`src/ms_adpcm_block_decoder_core_macros.svh`:
```
// ============================================================================
// ms_adpcm_block_decoder_core_macros.svh
// Assertion macros shared by the ADPCM block decoder RTL.
// ============================================================================
`ifndef MS_ADPCM_BLOCK_DECODER_CORE_MACROS_SVH
`define MS_ADPCM_BLOCK_DECODER_CORE_MACROS_SVH

// Same-cycle implication, disabled while reset is asserted.
`define MSADPCM_ASSERT_IMPL(name, clk, rst_n, ante, cons) \
    name: assert property (@(posedge clk) disable iff (!rst_n) (ante) |-> (cons)) \
        else $error("msadpcm assertion failed");

// Next-cycle implication, disabled while reset is asserted.
`define MSADPCM_ASSERT_NEXT(name, clk, rst_n, ante, cons) \
    name: assert property (@(posedge clk) disable iff (!rst_n) (ante) |=> (cons)) \
        else $error("msadpcm assertion failed");

`endif

```
`src/msadpcm_pkg.sv`:
```
// ============================================================================
// msadpcm_pkg
// Shared types, register indexes and tables of the ADPCM block decoder.
// ============================================================================
package msadpcm_pkg;

    localparam int unsigned BYTE_W   = 8;
    localparam int unsigned SAMPLE_W = 16;
    localparam int unsigned SPB_W    = 14;
    localparam int unsigned CFG_W    = 64;

    localparam logic [15:0] STEP_FLOOR = 16'd16;

    // Configuration register indexes.
    typedef enum logic [2:0] {
        CFG_CHANNEL_COUNT     = 3'd0,
        CFG_SAMPLES_PER_BLOCK = 3'd1,
        CFG_COEF_COUNT        = 3'd2,
        CFG_COEF_SETS_0_1     = 3'd3,
        CFG_COEF_SETS_2_3     = 3'd4,
        CFG_COEF_SETS_4_5     = 3'd5,
        CFG_COEF_SET_6        = 3'd6
    } cfg_index_t;

    // Operands of one nibble decode.
    typedef struct packed {
        logic [3:0]         nib;
        logic [15:0]        step_size;
        logic signed [15:0] hist_one;
        logic signed [15:0] hist_two;
        logic signed [15:0] coef_one;
        logic signed [15:0] coef_two;
    } dec_req_t;

    typedef struct packed {
        logic [15:0]        step_size;
        logic signed [15:0] sample;
    } dec_rsp_t;

    // Step adaptation factor, in 1/256 units.
    function automatic logic [9:0] adapt_factor(input logic [3:0] nib);
        logic [9:0] f;
        case (nib)
            4'd0, 4'd1, 4'd2, 4'd3:  f = 10'd230;
            4'd4:                    f = 10'd307;
            4'd5:                    f = 10'd409;
            4'd6:                    f = 10'd512;
            4'd7:                    f = 10'd614;
            4'd8:                    f = 10'd768;
            4'd9:                    f = 10'd614;
            4'd10:                   f = 10'd512;
            4'd11:                   f = 10'd409;
            4'd12:                   f = 10'd307;
            default:                 f = 10'd230;
        endcase
        return f;
    endfunction

endpackage

```
`src/msadpcm_nibble.sv`:
```
// ============================================================================
// msadpcm_nibble
// Decodes one 4-bit code: step adaptation, two-tap prediction and clamping.
// ============================================================================
module msadpcm_nibble (
    input  msadpcm_pkg::dec_req_t req,
    output msadpcm_pkg::dec_rsp_t rsp
);

    logic [9:0]         factor;
    logic [25:0]        step_prod;
    logic [17:0]        step_raw;
    logic signed [20:0] scaled;
    logic signed [31:0] prod_one;
    logic signed [31:0] prod_two;
    logic signed [32:0] pred_sum;
    logic signed [24:0] pred;
    logic signed [25:0] total;

    assign factor    = msadpcm_pkg::adapt_factor(req.nib);
    assign step_prod = 26'(factor) * 26'(req.step_size);
    assign step_raw  = step_prod[25:8];

    always_comb begin
        if (step_raw[17:16] != 2'b00) begin
            rsp.step_size = 16'hffff;
        end else if (step_raw[15:0] < msadpcm_pkg::STEP_FLOOR) begin
            rsp.step_size = msadpcm_pkg::STEP_FLOOR;
        end else begin
            rsp.step_size = step_raw[15:0];
        end
    end

    // The code is a signed nibble scaled by the step before adaptation.
    assign scaled   = 21'($signed(req.nib)) * $signed({5'd0, req.step_size});
    assign prod_one = $signed(req.hist_one) * $signed(req.coef_one);
    assign prod_two = $signed(req.hist_two) * $signed(req.coef_two);
    assign pred_sum = 33'(prod_one) + 33'(prod_two);
    // Arithmetic shift gives the floor of the division by 256.
    assign pred     = pred_sum[32:8];
    assign total    = 26'(scaled) + 26'(pred);

    always_comb begin
        if (total > 26'sd32767) begin
            rsp.sample = 16'sh7fff;
        end else if (total < -26'sd32768) begin
            rsp.sample = 16'sh8000;
        end else begin
            rsp.sample = total[15:0];
        end
    end

endmodule

```
`src/ms_adpcm_block_decoder_core.sv`:
```
// ============================================================================
// ms_adpcm_block_decoder_core
// Block decoder for 4-bit ADPCM in the common two-tap format, mono or stereo.
// ============================================================================
// Bytes of a compressed block enter on the s_axis channel, one item per byte,
// with tuser marking the first byte of a block. Decoded samples leave on the
// m_axis channel, one item per sample, with tlast on the last sample caused
// by an input byte. Coefficients, channel count, coefficient count and block
// length are written through the cfg channel; the user must write them only
// while the decoder is idle, which the block itself does not enforce.
// A byte is held in an input register and produces one sample per cycle from
// there into the output register while the receiver takes them: a data byte
// gives two samples (its two nibbles), the last of an odd mono block one, the
// last header byte two in mono and four in stereo, every other byte none. The
// next byte is accepted in the cycle its predecessor produces its last sample.
// Both nibbles go through the single nibble decoder, which is shared because
// a mono byte's second nibble needs the first one's result.
// A stalled receiver holds the output register and, through it, the input
// register; nothing is lost. Reset returns all but the payload registers to
// their defaults and leaves no block active.
// ============================================================================
`include "ms_adpcm_block_decoder_core_macros.svh"

module ms_adpcm_block_decoder_core (
    input  logic        aclk,
    input  logic        aresetn,
    input  logic        s_axis_tvalid,
    output logic        s_axis_tready,
    input  logic [7:0]  s_axis_tdata,   // [7:0] data_byte
    input  logic [0:0]  s_axis_tuser,   // [0] block_start
    output logic        m_axis_tvalid,
    input  logic        m_axis_tready,
    output logic [15:0] m_axis_tdata,   // [15:0] pcm_sample
    output logic [2:0]  m_axis_tuser,   // [0] channel_index, [1] from_header, [2] bad_predictor
    output logic        m_axis_tlast,   // last_in_run
    input  logic        cfg_valid,
    output logic        cfg_ready,
    input  logic [2:0]  cfg_index,
    input  logic [63:0] cfg_data
);

    // Configuration registers.
    logic [1:0]  chan_cnt_reg;
    logic [13:0] spb_reg;
    logic [2:0]  coef_cnt_reg;
    logic [63:0] coef_reg [3];
    logic [31:0] coef6_reg;

    // Decoder state.
    logic [2:0]  pred_reg [2];
    logic [15:0] step_reg [2];
    logic [15:0] h1_reg [2];
    logic [15:0] h2_reg [2];
    logic [3:0]  hbc_reg;
    logic [13:0] rem_reg;
    logic [7:0]  low_reg;
    logic [1:0]  bad_reg;
    logic        active_reg;
    logic        stereo_reg;

    logic [2:0]  pred_next [2];
    logic [15:0] step_next [2];
    logic [15:0] h1_next [2];
    logic [15:0] h2_next [2];
    logic [3:0]  hbc_next;
    logic [13:0] rem_next;
    logic [7:0]  low_next;
    logic [1:0]  bad_next;
    logic        active_next;
    logic        stereo_next;

    // Item held in the input register and its result sequencing.
    logic        in_valid_reg;
    logic [7:0]  in_byte_reg;
    logic        in_start_reg;
    logic [1:0]  ph_reg;
    logic [1:0]  last_k_reg;
    logic        hdr_item_reg;
    logic [1:0]  ph_next;

    // Output register.
    logic        m_valid_reg;
    logic [15:0] m_pcm_reg;
    logic        m_ch_reg;
    logic        m_hdr_reg;
    logic        m_bad_reg;
    logic        m_last_reg;

    // Phase-zero decode of the held byte.
    logic        out_free;
    logic        step_en;
    logic        active_eff;
    logic        stereo_eff;
    logic [3:0]  hbc_eff;
    logic [13:0] rem_eff;
    logic [3:0]  hlen;
    logic [3:0]  nch;
    logic        in_header;
    logic        hdr_last;
    logic        is_pred;
    logic [3:0]  rel;
    logic [1:0]  wr_field;
    logic        wr_ch;
    logic [15:0] wr_value;
    logic [2:0]  cnt_eff;
    logic [2:0]  n0;
    logic [13:0] rem_data;
    logic        item_done;
    logic        emit;

    // Nibble decode.
    logic                  data_res;
    logic                  dec_ch;
    logic [2:0]            pset;
    logic [31:0]           coef_pair;
    msadpcm_pkg::dec_req_t dec_req;
    msadpcm_pkg::dec_rsp_t dec_rsp;

    // Header result selection.
    logic        hdr_ch;
    logic        hdr_use_h1;
    logic [15:0] hdr_value;

    logic [15:0] res_pcm;
    logic        res_ch;
    logic        res_last;

    assign cfg_ready     = 1'b1;
    assign out_free      = !m_valid_reg || m_axis_tready;
    assign step_en       = in_valid_reg && out_free;
    assign s_axis_tready = !in_valid_reg || (step_en && item_done);

    // ---------------------------------------------------------------- header
    assign active_eff = in_start_reg || active_reg;
    assign stereo_eff = in_start_reg ? (chan_cnt_reg >= 2'd2) : stereo_reg;
    assign hbc_eff    = in_start_reg ? 4'd0 : hbc_reg;
    assign rem_eff    = in_start_reg ? 14'd0 : rem_reg;
    assign nch        = stereo_eff ? 4'd2 : 4'd1;
    assign hlen       = stereo_eff ? 4'd14 : 4'd7;
    assign in_header  = hbc_eff < hlen;
    assign hdr_last   = hbc_eff == (hlen - 4'd1);
    assign is_pred    = hbc_eff < nch;
    assign rel        = hbc_eff - nch;
    assign wr_field   = stereo_eff ? rel[3:2] : rel[2:1];
    assign wr_ch      = stereo_eff ? rel[1] : 1'b0;
    assign wr_value   = {in_byte_reg, low_reg};
    assign cnt_eff    = (coef_cnt_reg == 3'd0) ? 3'd1 : coef_cnt_reg;

    always_comb begin
        rem_data = 14'd0;
        if (!active_eff) begin
            n0 = 3'd0;
        end else if (in_header) begin
            n0 = hdr_last ? (stereo_eff ? 3'd4 : 3'd2) : 3'd0;
        end else if (rem_eff == 14'd0) begin
            n0 = 3'd0;
        end else if (stereo_eff) begin
            n0       = 3'd2;
            rem_data = rem_eff - 14'd1;
        end else if (rem_eff >= 14'd2) begin
            n0       = 3'd2;
            rem_data = rem_eff - 14'd2;
        end else begin
            // Last mono sample of an odd block: high nibble only.
            n0 = 3'd1;
        end
    end

    assign item_done = (ph_reg == 2'd0) ? (n0 <= 3'd1) : (ph_reg == last_k_reg);
    assign emit      = step_en && ((ph_reg != 2'd0) || (n0 != 3'd0));
    assign res_last  = (ph_reg == 2'd0) ? (n0 == 3'd1) : (ph_reg == last_k_reg);

    // ---------------------------------------------------------------- decode
    assign data_res = (ph_reg == 2'd0) ? (active_eff && !in_header && rem_eff != 14'd0)
                                       : !hdr_item_reg;
    assign dec_ch   = (ph_reg == 2'd0) ? 1'b0 : stereo_reg;
    assign pset     = pred_reg[dec_ch];

    always_comb begin
        case (pset[2:1])
            2'd0:    coef_pair = pset[0] ? coef_reg[0][63:32] : coef_reg[0][31:0];
            2'd1:    coef_pair = pset[0] ? coef_reg[1][63:32] : coef_reg[1][31:0];
            2'd2:    coef_pair = pset[0] ? coef_reg[2][63:32] : coef_reg[2][31:0];
            default: coef_pair = coef6_reg;
        endcase
    end

    assign dec_req.nib       = (ph_reg == 2'd0) ? in_byte_reg[7:4] : in_byte_reg[3:0];
    assign dec_req.step_size = step_reg[dec_ch];
    assign dec_req.hist_one  = h1_reg[dec_ch];
    assign dec_req.hist_two  = h2_reg[dec_ch];
    assign dec_req.coef_one  = coef_pair[15:0];
    assign dec_req.coef_two  = coef_pair[31:16];

    msadpcm_nibble u_nibble (
        .req (dec_req),
        .rsp (dec_rsp)
    );

    // Header results: history two of each channel, then history one.
    assign hdr_ch     = stereo_eff ? ph_reg[0] : 1'b0;
    assign hdr_use_h1 = stereo_eff ? ph_reg[1] : ph_reg[0];

    always_comb begin
        if (hdr_use_h1) begin
            hdr_value = h1_reg[hdr_ch];
        end else if (ph_reg == 2'd0 && wr_ch == hdr_ch) begin
            // The byte in hand completes this very history value.
            hdr_value = wr_value;
        end else begin
            hdr_value = h2_reg[hdr_ch];
        end
    end

    assign res_pcm = data_res ? dec_rsp.sample : hdr_value;
    assign res_ch  = data_res ? dec_ch : hdr_ch;

    // ---------------------------------------------------------- state update
    always_comb begin
        pred_next   = pred_reg;
        step_next   = step_reg;
        h1_next     = h1_reg;
        h2_next     = h2_reg;
        hbc_next    = hbc_reg;
        rem_next    = rem_reg;
        low_next    = low_reg;
        bad_next    = bad_reg;
        active_next = active_reg;
        stereo_next = stereo_reg;
        ph_next     = ph_reg;

        if (step_en) begin
            ph_next = item_done ? 2'd0 : ph_reg + 2'd1;
        end

        if (step_en && ph_reg == 2'd0 && active_eff) begin
            active_next = 1'b1;
            stereo_next = stereo_eff;
            hbc_next    = hbc_eff;
            rem_next    = rem_eff;
            if (in_start_reg) begin
                bad_next = 2'b00;
            end
            if (in_header) begin
                if (is_pred) begin
                    if (in_byte_reg >= {5'd0, cnt_eff}) begin
                        bad_next[hbc_eff[0]]  = 1'b1;
                        pred_next[hbc_eff[0]] = cnt_eff - 3'd1;
                    end else begin
                        pred_next[hbc_eff[0]] = in_byte_reg[2:0];
                    end
                end else if (!rel[0]) begin
                    low_next = in_byte_reg;
                end else begin
                    case (wr_field)
                        2'd0:    step_next[wr_ch] = wr_value;
                        2'd1:    h1_next[wr_ch]   = wr_value;
                        default: h2_next[wr_ch]   = wr_value;
                    endcase
                end
                hbc_next = hbc_eff + 4'd1;
                if (hdr_last) begin
                    rem_next = (spb_reg >= 14'd2) ? spb_reg - 14'd2 : 14'd0;
                end
            end else begin
                rem_next = rem_data;
            end
        end

        if (step_en && data_res) begin
            step_next[dec_ch] = dec_rsp.step_size;
            h2_next[dec_ch]   = h1_reg[dec_ch];
            h1_next[dec_ch]   = dec_rsp.sample;
        end
    end

    always_ff @(posedge aclk) begin
        if (!aresetn) begin
            chan_cnt_reg <= 2'd1;
            spb_reg      <= 14'd500;
            coef_cnt_reg <= 3'd7;
            coef_reg[0]  <= '0;
            coef_reg[1]  <= '0;
            coef_reg[2]  <= '0;
            coef6_reg    <= '0;
        end else if (cfg_valid && cfg_ready) begin
            case (msadpcm_pkg::cfg_index_t'(cfg_index))
                msadpcm_pkg::CFG_CHANNEL_COUNT:     chan_cnt_reg <= cfg_data[1:0];
                msadpcm_pkg::CFG_SAMPLES_PER_BLOCK: spb_reg      <= cfg_data[13:0];
                msadpcm_pkg::CFG_COEF_COUNT:        coef_cnt_reg <= cfg_data[2:0];
                msadpcm_pkg::CFG_COEF_SETS_0_1:     coef_reg[0]  <= cfg_data;
                msadpcm_pkg::CFG_COEF_SETS_2_3:     coef_reg[1]  <= cfg_data;
                msadpcm_pkg::CFG_COEF_SETS_4_5:     coef_reg[2]  <= cfg_data;
                msadpcm_pkg::CFG_COEF_SET_6:        coef6_reg    <= cfg_data[31:0];
                default: ;
            endcase
        end
    end

    always_ff @(posedge aclk) begin
        if (!aresetn) begin
            pred_reg     <= '{default: '0};
            step_reg     <= '{default: '0};
            h1_reg       <= '{default: '0};
            h2_reg       <= '{default: '0};
            hbc_reg      <= '0;
            rem_reg      <= '0;
            low_reg      <= '0;
            bad_reg      <= '0;
            active_reg   <= 1'b0;
            stereo_reg   <= 1'b0;
            in_valid_reg <= 1'b0;
            ph_reg       <= '0;
            last_k_reg   <= '0;
            hdr_item_reg <= 1'b0;
            m_valid_reg  <= 1'b0;
        end else begin
            pred_reg   <= pred_next;
            step_reg   <= step_next;
            h1_reg     <= h1_next;
            h2_reg     <= h2_next;
            hbc_reg    <= hbc_next;
            rem_reg    <= rem_next;
            low_reg    <= low_next;
            bad_reg    <= bad_next;
            active_reg <= active_next;
            stereo_reg <= stereo_next;
            ph_reg     <= ph_next;

            if (s_axis_tready) begin
                in_valid_reg <= s_axis_tvalid;
            end
            if (step_en && ph_reg == 2'd0) begin
                last_k_reg   <= n0[1:0] - 2'd1;
                hdr_item_reg <= in_header;
            end

            if (emit) begin
                m_valid_reg <= 1'b1;
            end else if (m_axis_tready) begin
                m_valid_reg <= 1'b0;
            end
        end
    end

    // Payload registers.
    always_ff @(posedge aclk) begin
        if (s_axis_tready && s_axis_tvalid) begin
            in_byte_reg  <= s_axis_tdata;
            in_start_reg <= s_axis_tuser[0];
        end
        if (emit) begin
            m_pcm_reg  <= res_pcm;
            m_ch_reg   <= res_ch;
            m_hdr_reg  <= !data_res;
            m_bad_reg  <= bad_reg[res_ch];
            m_last_reg <= res_last;
        end
    end

    assign m_axis_tvalid = m_valid_reg;
    assign m_axis_tdata  = m_pcm_reg;
    assign m_axis_tuser  = {m_bad_reg, m_hdr_reg, m_ch_reg};
    assign m_axis_tlast  = m_last_reg;

    // ------------------------------------------------------------ assertions
    `MSADPCM_ASSERT_IMPL(a_phase_has_item, aclk, aresetn, ph_reg != 2'd0, in_valid_reg)
    `MSADPCM_ASSERT_IMPL(a_phase_in_range, aclk, aresetn, ph_reg != 2'd0, ph_reg <= last_k_reg)
    `MSADPCM_ASSERT_IMPL(a_hdr_last_chan, aclk, aresetn,
        m_valid_reg && m_last_reg && m_hdr_reg, m_ch_reg == stereo_reg)
    `MSADPCM_ASSERT_NEXT(a_idle_no_result, aclk, aresetn,
        step_en && ph_reg == 2'd0 && !active_eff, !m_valid_reg)

endmodule
```
`config.mk`:
```
export PLATFORM = sky130hd
export DESIGN_NAME = ms_adpcm_block_decoder_core
export DESIGN_NICKNAME = d
export VERILOG_FILES = /design/src/msadpcm_pkg.sv /design/src/msadpcm_nibble.sv /design/src/ms_adpcm_block_decoder_core.sv
export VERILOG_INCLUDE_DIRS = /design/src /design/src/src
export SDC_FILE = /design/constraint.sdc
export NUM_CORES = 2
export LEC_CHECK = 0
export ABC_AREA = 1
export BUFFER_PORTS_ARGS = -buffer_cell sky130_fd_sc_hd__buf_4
export CAP_MARGIN = 40
export CORE_MARGIN = 10
export CORE_UTILIZATION = 38
export CTS_CLUSTER_DIAMETER = 120
export CTS_CLUSTER_SIZE = 40
export DETAILED_ROUTE_END_ITERATION = 8
export PLACE_DENSITY = 0.59
export SYNTH_ARGS = -nofsm -noshare
export SYNTH_HDL_FRONTEND = slang
export SYNTH_SLANG_ARGS = --single-unit
export TNS_END_PERCENT = 50
```
`constraint.sdc`:
```
create_clock -name aclk -period 10.5 [get_ports aclk]
set_input_delay 0.525 -clock aclk [delete_from_list [all_inputs] [get_ports aclk]]
set_output_delay 0.525 -clock aclk [all_outputs]
set_load 0.005 [all_outputs]
```
==> load_flow_metrics.sql <==
INSERT INTO impl_metrics (metric_group, metric, value, unit) VALUES
('critical_path', 'worst_setup_path_start_kind', 'flop', ''),
('critical_path', 'worstPathRequired', '10850', 'ps'),
('clock_tree', 'cts-buffers-inserted', '14', ''),
('synthesis', 'netlist_area', '48000', 'um2'),
('synthesis', 'synthesis.area_per_instance', '8.16', 'um2'),
('die', 'num_io_pins', '104', ''),
('sta', 'rsz0062_at_grt', 'true', ''),
('sta', 'timing.final.crit_share', '109', '%'),
('sta', 'fin_skew', '48.6', 'ps'),
('die', 'die_area', '141000', 'um2'),
('layout', 'drive_gt1_share', '19.2', '%'),
('grt', 'maximum_number_of_pins_on_one_net_before_global_route_repair', '90', ''),
('sta', 'tightest_slew', '917', 'ps'),
('layout', 'layout-area-overhead-vs-synth', '22.0', '%'),
('sta', 'slew_headroom', '38.7', '%'),
('critical_path', 'crit_path_top_delay_cell', 'fa_2', ''),
('place', 'place_congestion', '0.935', ''),
('synthesis', 'synth.lib_cells_used.distinct', '56', ''),
('clock_tree', 'cts.sink_count', '410', ''),
('place', 'postPlaceCellArea', '55600', 'um2'),
('synthesis', 'synth.net_count', '6983', ''),
('synthesis', 'yosys.area.top_type', 'fa_1', ''),
('route', 'final_wl', '160000', 'um'),
('sta', 'setup_slack', '-973', 'ps'),
('critical_path', 'timing.critical_path.to', 'm_axis_tdata[0]', ''),
('critical_path', 'worst_setup_path_end_kind', 'flop', ''),
('critical_path', 'critPathMaxFanout', '14', ''),
('clock_tree', 'clock_tree.buffer_depth', '3', ''),
('layout', 'largest_reg_flops', '192', ''),
('synthesis', 'synth_async_sr_flop_share', '0', '%'),
('route', 'drt-initial-drc-count', '3349', ''),
('layout', 'fin_area', '58600', 'um2'),
('die', 'floorplan.initialDensity', '38.2', '%'),
('clock_tree', 'cts-htree-levels', '1', ''),
('outcome', 'failed_checks', 'negative setup slack', ''),
('hold_path', 'worst_hold_path_type', 'input port to flop', ''),
('synthesis', 'synth_area_leaders', 'fa_1, edfxtp_1, inv_1', ''),
('sta', 'final_period_minus_worst_setup_slack', '11470', 'ps'),
('die', 'die_height', '375', 'um'),
('synthesis', 'ys_ff_latch', '410', ''),
('sta', 'holdWs', '103', 'ps'),
('route', 'dr_drc_count', '0', ''),
('sta', 'report.final.setup_viol', '48', ''),
('grt', 'vias_in_the_first_global_route', '43258', ''),
('sta', 'max_slew_violation_count', '0', ''),
('power_and_ir_drop', 'p_leak', '27.7', 'nW'),
('place', 'preCtsSetupSlack', '-1250', 'ps'),
('critical_path', 'timing.reg2reg.worst_path_depth', '62', ''),
('synthesis', 'post-synth-top-count-cell', 'inv_1', ''),
('critical_path', 'worst-r2r-setup-slack', '-970', 'ps'),
('synthesis', 'ys_seq_area_share', '21.7', '%'),
('clock_tree', 'clock-root-buffer', 'clkbuf_16', ''),
('synthesis', 'ys.warnings.count', '0', ''),
('critical_path', 'worst_r2r_startpoint', 'ph_reg[1]', ''),
('layout', 'antenna-diode-count', '0', ''),
('grt', 'global_route_wire_length_before_repair', '250000', 'um'),
('route', 'postRouteAntennaNets', '0', ''),
('layout', 'post-route-util', '46.6', '%'),
('place', 'place.detailed.hpwl', '132000', 'um'),
('die', 'floorplan.die.width', '375', 'um'),
('outcome', 'run_status', 'finished, violations left', ''),
('clock_tree', 'cts_tree', 'built', ''),
('synthesis', 'synthesis.instances', '5882', ''),
('place', 'port_buffers', '102', ''),
('sta', 'fin_tns_setup', '-41850', 'ps'),
('route', 'post_drt_wl_per_cell', '19.5', 'um'),
('critical_path', 'crit_path_max_incr_delay', '640', 'ps'),
('critical_path', 'critical_path.reg2reg.endpoint', 'm_axis_tdata[0]', ''),
('clock_tree', 'clock_latency', '580', 'ps'),
('power_and_ir_drop', 'power_density', '233', 'nW/um2'),
('grt', 'number_of_antenna_violations_at_the_first_check_in_global_routing', '2', '');
[routing by layer]
layer	GRT usage, %	wire [um]
met3	2.90	9990
met4	7.08	6260
met5	0	20
met1	29.9	68200
met2	37.6	75400
[kinds of logic after synthesis]
family | count (synthesis) | share of synthesized area, %
multiplexers | 1 | 0.0235
AND/OR/NAND/NOR | 2015 | 16.6
AO/OA/AOI/OAI | 886 | 10.3
adder cells (fa/ha/maj) | 1020 | 38.2
buffers and inverters | 1470 | 11.7
flip-flops | 410 | 21.7
other | 1 | 0.00781
XOR/XNOR | 79 | 1.44
[repair_timing]
action                                  in CTS  in global routing
setup buffers                               37                 30
gates cloned                                 8                  3
endpoints found under the setup margin      48                 48
gates resized for setup                    230                235
pin swaps                                   58                115
[worst min path at each step]
stage                    start             end  slack, ps  depth (start not counted)
5_1_grt           s_axis_tuser    in_start_reg         80                          1
3_3_place_gp        active_reg      active_reg        450                          1
3_5_place_dp        active_reg      active_reg        460                          1
4_1_cts           s_axis_tuser    in_start_reg         80                          1
2_1_floorplan       active_reg      active_reg        440                          1
6_report       s_axis_tdata[0]  in_byte_reg[0]        100                          1
[placed cells by master, fill, tap and decap left out, drive strengths merged, types with 25 or more instances in the layout]
cell type / count
inv: 1255
nand2: 933
nor2: 858
buf: 816
fa: 741
o21ai: 481
ha: 279
a21oi: 224
edfxtp: 221
dfxtp: 189
nand3: 140
xor2: 44
o22ai: 42
xnor2: 35
nor3: 33
a31oi: 31
nand4: 26
o211ai: 25
[where the power goes]
part           total (mW)  internal [mW]  switching [mW]
Combinational        11.1           5.03            6.03
Sequential           1.80           1.77          0.0332
Clock               0.775          0.262           0.513
[critical path, delay by kind of cell, from the launching register on]
kind                     cells  cell delay, ps
flip-flops                   1             360
AND/OR/NAND/NOR             22            2220
adder cells (fa/ha/maj)     14            6030
buffers and inverters       21            1950
AO/OA/AOI/OAI                5             670
[area by class of cell]
type / instances / area [um2]
Inverter: 1274 / 4820
Clock buffer: 20 / 373
Fill cell: 12182 / 67000
Tap cell: 1650 / 2060
Multi-Input combinational cell: 4002 / 33700
Sequential cell: 410 / 10400
Clock inverter: 2 / 46.3
Timing Repair Buffer: 819 / 7120
No activity file was read; power rests on OpenSTA's default activity.
